$ cat src/hw/rtl/nrbc_pkg.sv
// Package for the Newton root-basin classifier: widths, constants and codes.
// No dependencies.
`timescale 1ns / 1ps
`default_nettype none
package nrbc_pkg;
	localparam int FRAC_BITS  = 28;
	localparam int MAX_DEGREE = 10;
	localparam int ITER_LIMIT = 1000;
	localparam int COUNT_CAP  = 50;
	localparam int IT_W       = 10;
	localparam int DEG_W      = 4;
	localparam int ROT_W      = 30;
	localparam int ROOT_W     = 32;
	localparam int RIDX_W     = 4;

	localparam logic signed [63:0] SAT_MAG = 64'sh3FFF_FFFF_FFFF_FFFF;
	// 1e-3 rounded to the nearest fraction step
	localparam logic signed [63:0] TOL     = ((64'sd1 << FRAC_BITS) + 64'sd500) / 64'sd1000;
	localparam logic signed [63:0] ESC     = 64'sd10000000000 << FRAC_BITS;

	localparam logic [1:0] REG_DEGREE = 2'd0;
	localparam logic [1:0] REG_COS    = 2'd1;
	localparam logic [1:0] REG_SIN    = 2'd2;

	// shared unit operations
	localparam logic [1:0] OP_MUL = 2'd0;
	localparam logic [1:0] OP_DIV = 2'd1;

	typedef struct packed {
		logic       abort;
		logic       start;
		logic [1:0] op;
		logic signed [63:0] a;
		logic signed [63:0] b;
	} alu_req_t;

	function automatic logic signed [63:0] clampw(input logic signed [65:0] v);
		if (v > 66'(SAT_MAG)) return SAT_MAG;
		if (v < -66'(SAT_MAG)) return -SAT_MAG;
		return v[63:0];
	endfunction

	function automatic logic signed [31:0] clamp32(input logic signed [63:0] v);
		if (v > 64'sd2147483647) return 32'sh7FFF_FFFF;
		if (v < -64'sd2147483648) return 32'sh8000_0000;
		return v[31:0];
	endfunction

	function automatic logic in_tol(input logic signed [63:0] v);
		return (v <= TOL) && (v >= -TOL);
	endfunction
endpackage
`default_nettype wire

$ cat src/hw/rtl/nrbc_alu.sv
// Shared multi-cycle arithmetic unit: Q.28 multiply (4 partial products of
// 32x32, one per cycle) and Q.28 restoring divide (one quotient bit a cycle).
// Depends on nrbc_pkg.
`timescale 1ns / 1ps
`default_nettype none
module nrbc_alu (
	input  wire logic              clk,
	input  wire logic              arst_n,
	input  wire nrbc_pkg::alu_req_t req,
	output logic                   done,
	output logic signed [63:0]     result
);
	localparam logic [1:0] A_IDLE = 2'd0;
	localparam logic [1:0] A_MUL  = 2'd1;
	localparam logic [1:0] A_DIV  = 2'd2;

	logic [1:0]   state_q;
	logic [6:0]   cnt_q;
	logic         neg_q;
	logic [63:0]  ua_q, ub_q;
	logic [127:0] acc_q;
	logic [63:0]  rem_q, lo_q, quo_q;
	logic         done_q;
	logic signed [63:0] res_q;

	logic [63:0] ua, ub, pp, sat;
	logic [31:0] pa, pb;
	logic [64:0] rsh;
	logic [127:0] prod_sh;

	always_comb begin
		ua = req.a[63] ? 64'(-req.a) : req.a;
		ub = req.b[63] ? 64'(-req.b) : req.b;
		pa = cnt_q[0] ? ua_q[63:32] : ua_q[31:0];
		pb = cnt_q[1] ? ub_q[63:32] : ub_q[31:0];
		pp = 64'(pa) * 64'(pb);
		rsh = {rem_q, lo_q[63]};
		prod_sh = acc_q >> nrbc_pkg::FRAC_BITS;
		sat = 64'(nrbc_pkg::SAT_MAG);
	end

	always_ff @(posedge clk or negedge arst_n) begin
		if (!arst_n) begin
			state_q <= A_IDLE;
			done_q  <= 1'b0;
			cnt_q   <= '0;
		end else begin
			done_q <= 1'b0;
			// drop any operation in progress
			if (req.abort) begin
				state_q <= A_IDLE;
			end else begin
				unique case (state_q)
					A_IDLE: if (req.start) begin
						neg_q <= (req.op == nrbc_pkg::OP_MUL) ? (req.a[63] ^ req.b[63]) : req.a[63];
						ua_q  <= ua;
						ub_q  <= (req.op == nrbc_pkg::OP_MUL) ? ub : req.b;
						cnt_q <= '0;
						acc_q <= '0;
						rem_q <= 64'(ua >> (64 - nrbc_pkg::FRAC_BITS));
						lo_q  <= ua << nrbc_pkg::FRAC_BITS;
						quo_q <= '0;
						state_q <= (req.op == nrbc_pkg::OP_MUL) ? A_MUL : A_DIV;
					end
					A_MUL: begin
						acc_q <= acc_q + (128'(pp) << (32 * (32'(cnt_q[0]) + 32'(cnt_q[1]))));
						cnt_q <= cnt_q + 7'd1;
						if (cnt_q == 7'd4) begin
							res_q <= (prod_sh[127:64] != 0 || prod_sh[63:0] > sat) ?
								(neg_q ? -nrbc_pkg::SAT_MAG : nrbc_pkg::SAT_MAG) :
								(neg_q ? -$signed(prod_sh[63:0]) : $signed(prod_sh[63:0]));
							done_q  <= 1'b1;
							state_q <= A_IDLE;
						end
					end
					A_DIV: begin
						if (cnt_q == 7'd0 && rem_q >= ub_q) begin
							res_q <= neg_q ? -nrbc_pkg::SAT_MAG : nrbc_pkg::SAT_MAG;
							done_q <= 1'b1;
							state_q <= A_IDLE;
						end else if (cnt_q == 7'd64) begin
							res_q <= (quo_q > sat) ?
								(neg_q ? -nrbc_pkg::SAT_MAG : nrbc_pkg::SAT_MAG) :
								(neg_q ? -$signed(quo_q) : $signed(quo_q));
							done_q <= 1'b1;
							state_q <= A_IDLE;
						end else begin
							// one restoring step
							if (rsh >= 65'(ub_q)) begin
								rem_q <= 64'(rsh - 65'(ub_q));
								quo_q <= {quo_q[62:0], 1'b1};
							end else begin
								rem_q <= rsh[63:0];
								quo_q <= {quo_q[62:0], 1'b0};
							end
							lo_q  <= lo_q << 1;
							cnt_q <= cnt_q + 7'd1;
						end
					end
					default: state_q <= A_IDLE;
				endcase
			end
		end
	end

	// the mul state runs count 0..3 accumulating, 4 finishes; the add on 4 is unused
	assign done   = done_q;
	assign result = res_q;
endmodule
`default_nettype wire

$ cat config.mk
export PLATFORM = sky130hd
export DESIGN_NAME = nrbc_alu
export DESIGN_NICKNAME = d
export VERILOG_FILES = /design/src/hw/rtl/nrbc_pkg.sv /design/src/hw/rtl/nrbc_alu.sv
export SDC_FILE = /design/constraint.sdc
export NUM_CORES = 2
export LEC_CHECK = 0
export ABC_AREA = 0
export BUFFER_PORTS_ARGS = -buffer_cell sky130_fd_sc_hd__buf_4
export CAP_MARGIN = 15
export CORE_ASPECT_RATIO = 1.1
export CORE_UTILIZATION = 55
export DETAILED_ROUTE_END_ITERATION = 7
export GPL_TIMING_DRIVEN = 0
export PLACE_DENSITY = 0.72
export SYNTH_ARGS = -nofsm -noshare
export SYNTH_HDL_FRONTEND = slang
export SYNTH_SLANG_ARGS = --single-unit
export TNS_END_PERCENT = 10
$ cat constraint.sdc
create_clock -name clk -period 12.9 [get_ports clk]
set_input_delay 1.935 -clock clk [delete_from_list [all_inputs] [get_ports clk]]
set_output_delay 1.935 -clock clk [all_outputs]
set_load 0.01 [all_outputs]
==> results.yml <==
outcome:
  outcome: "finished with violations"
  violations: "DRC"
global_route:
  grt_pass1_vias: 65800
  grt_use_total_pct: 44.4
  antenna_found_initial: 15
  grt_max_degree: 67
  grt_pass1_wl_mm: 433
  overflow: 0
floorplan:
  start_util_pct: 55.6
  core_area_um2: 131000
  io-pin-count: 199
  dieArea_um2: 134000
  dieHeight_um: 384
  rows: 139
  die_w_um: 349
yosys:
  synthesis.area_um2: 72800
  synth_top_family_by_area: "adder cells"
  ys_async_sr_fraction_pct: 2.02
  yosys.area_share.simple_pct: 17.3
  synth_mux_area_share_pct: 2.31
  ys_warn_count: 0
  synth_xor_area_share_pct: 4.32
  synth_nets: 9959
  ys_ff_latch: 495
  synth_edf_count: 485
  yosys.area_share.adder_pct: 33.8
  synth-compound-area-share_pct: 14.0
  synth.avg_cell_area_um2: 8.66
  synth_cell_type_count: 92
  netlist_instances: 8399
  ys_seq_area_share_pct: 20.4
  synth_ff_type: "edfxtp_1"
setup_path:
  crit_required_ns: 13.32
  cp-end-kind: "register"
  worst_path_most_repeated_cell: "fa_1"
  critPathSlowestCell: "fa_1"
  cp_slowest_stage_delay_ns: 0.60
  critPathKind: "register to register"
  crit_arrival_ns: 13.22
  worstPathMaxFanout: 10
  reg2regPathDepth: 43
  start_kind: "register"
final_layout:
  area_growth_pct: 11.9
  num-nets-final: 10300
  fin_cells: 10600
  multiInputGateArea_um2: 53500
  final_cell_mix: "nor2_1 (1131), inv_1 (1101), fa_1 (894), nand2_1 (838), ha_1 (518)"
  final_common_cell: "nor2_1"
  drive_above_1_share_pct: 9.82
  regArea_um2: 14800
  fillers: 11500
sta:
  hold_ws_ns: 0.542
  worst_slew_pin_slew_ns: 1.27
  final.setup.tns_ns: 0
  min_period_over_period_pct: 99.2
  hold_viol_final: 0
  setup_viol: 0
  clock_skew_ns: 0.0654
  min_period_ns: 12.80
  rsz0062_at_grt: "true"
  maxSlewHeadroom_pct: 13.3
  slew_viol_final: 0
  fmax_mhz: 78.1
cts:
  cts_buffers: 59
  clk_pin_slew_ns: 0.07
  htree_num_levels: 2
  cts.sinks: 495
  holdBufCountCts: 0
  root_buffer: "clkbuf_16"
  insertion_delay_ns: 0.71
  cts_tree: "built"
  clockBufferDepth: 3
placement:
  dp_hpwl_mm: 245
  port_buffers: 197
  placed_cells: 10400
  gp_congestion: 1.09
drt:
  drc: 1
  vias: 66800
  viasPerCell: 6.32
  dr.pass1.iters: 8
  antenna_left: 0
  wl_per_cell_um: 28.1
  drtIter0Drc: 7624
  finalWirelength_mm: 297
worst_hold_path:
  hp-class: "register to register"
  hold_depth: 1
run:
  cap_violations: 0
-- kinds of logic after synthesis --
kind of cell,count (synthesis)
multiplexers,159
AND/OR/NAND/NOR,2818
XOR/XNOR,359
flip-flops,495
adder cells (fa/ha/maj),1426
buffers and inverters,1529
AO/OA/AOI/OAI,1613
-- flip-flops by register name, summed over array words and instances, names as in the netlist, 2 cells and up --
name     flops
lo_q        36
acc_q      128
cnt_q        7
state_q      2
ub_q        64
result      64
quo_q       64
rem_q       64
ua_q        64
-- through the flow --
| stage | cell area [um2] | setup WS (ns) | util, % |
|---|---|---|---|
| floorplan | 72800 | 1.33 | - |
| global placement | 76500 | -3.98 | 58.4 |
| detailed placement | 77300 | -3.26 | 59.0 |
| CTS | 80700 | -0.0404 | 61.6 |
| global route | 81400 | -0.0689 | 62.2 |
| finish | 81400 | 0.102 | 62.2 |
-- cell usage after synthesis (all sizes together) (61+ instances only) --
cell type	n	share of area [%]
nor2	1141	5.9
a31oi	76	0.65
xor2	149	1.8
nand2	843	4.4
edfxtp	485	20
a21o	159	1.6
or3	61	0.53
a21oi	471	3.2
ha	528	9.1
mux2	70	1.1
and2	94	0.81
nand4	115	0.99
nand3	88	0.61
mux2i	89	1.2
clkbuf	396	2.0
o21ai	392	2.7
inv	1103	5.7
xnor2	210	2.5
fa	898	25
nor3	164	1.2
-- final cells by class --
cell class,instances,share of cell area (%)
Tap cell,1762,2.71
Sequential cell,495,18.2
Buffer,400,2.32
Clock inverter,39,0.489
Inverter,1105,5.10
Antenna cell,5,0.0154
Multi-Input combinational cell,6375,65.7
Timing Repair Buffer,321,3.60
Clock buffer,70,1.86
-- routing by layer --
layer / part of all wire [%] / up-vias / GRT usage (%)
met3: 10 / 1022 / 11.2
met4: 9.8 / 12 / 34.6
met2: 43 / 3981 / 67.1
met1: 36 / 32900 / 54.3
li1: - / 29000 / -
met5: 0.024 / - / 0
-- what timing repair did --
item,4_1_cts,5_1_grt
pin swaps,13,27
gates resized for setup,333,182
hold endpoints to repair,0,0
setup endpoints to repair,96,79
buffers inserted,38,32
-- final timing paths --
path	end	start	slack (ns)
setup / recovery	acc_q[126]	cnt_q[1]	0.10
hold / removal	lo_q[33]	lo_q[32]	0.54
setup reg to reg	acc_q[126]	cnt_q[1]	0.10
hold reg to reg	lo_q[33]	lo_q[32]	0.54
max in group asynchronous	cnt_q[0]	arst_n	11.59
min in group asynchronous	done	arst_n	1.12
-- critical path, delay by kind of cell, from the launching register on --
family	cells	cell delay, ns
adders and majority gates	10	4.95
muxes	1	0.15
DFF	1	0.40
and+or+nand+nor	8	1.66
xor gates and xnor gates	1	0.25
buffers and inverters	11	2.17
AOI/OAI and AO/OA	12	2.93
Power is left out: the tool's default activity adds up to more than one toggle a clock period on the data nets, which glitch-free logic cannot reach.
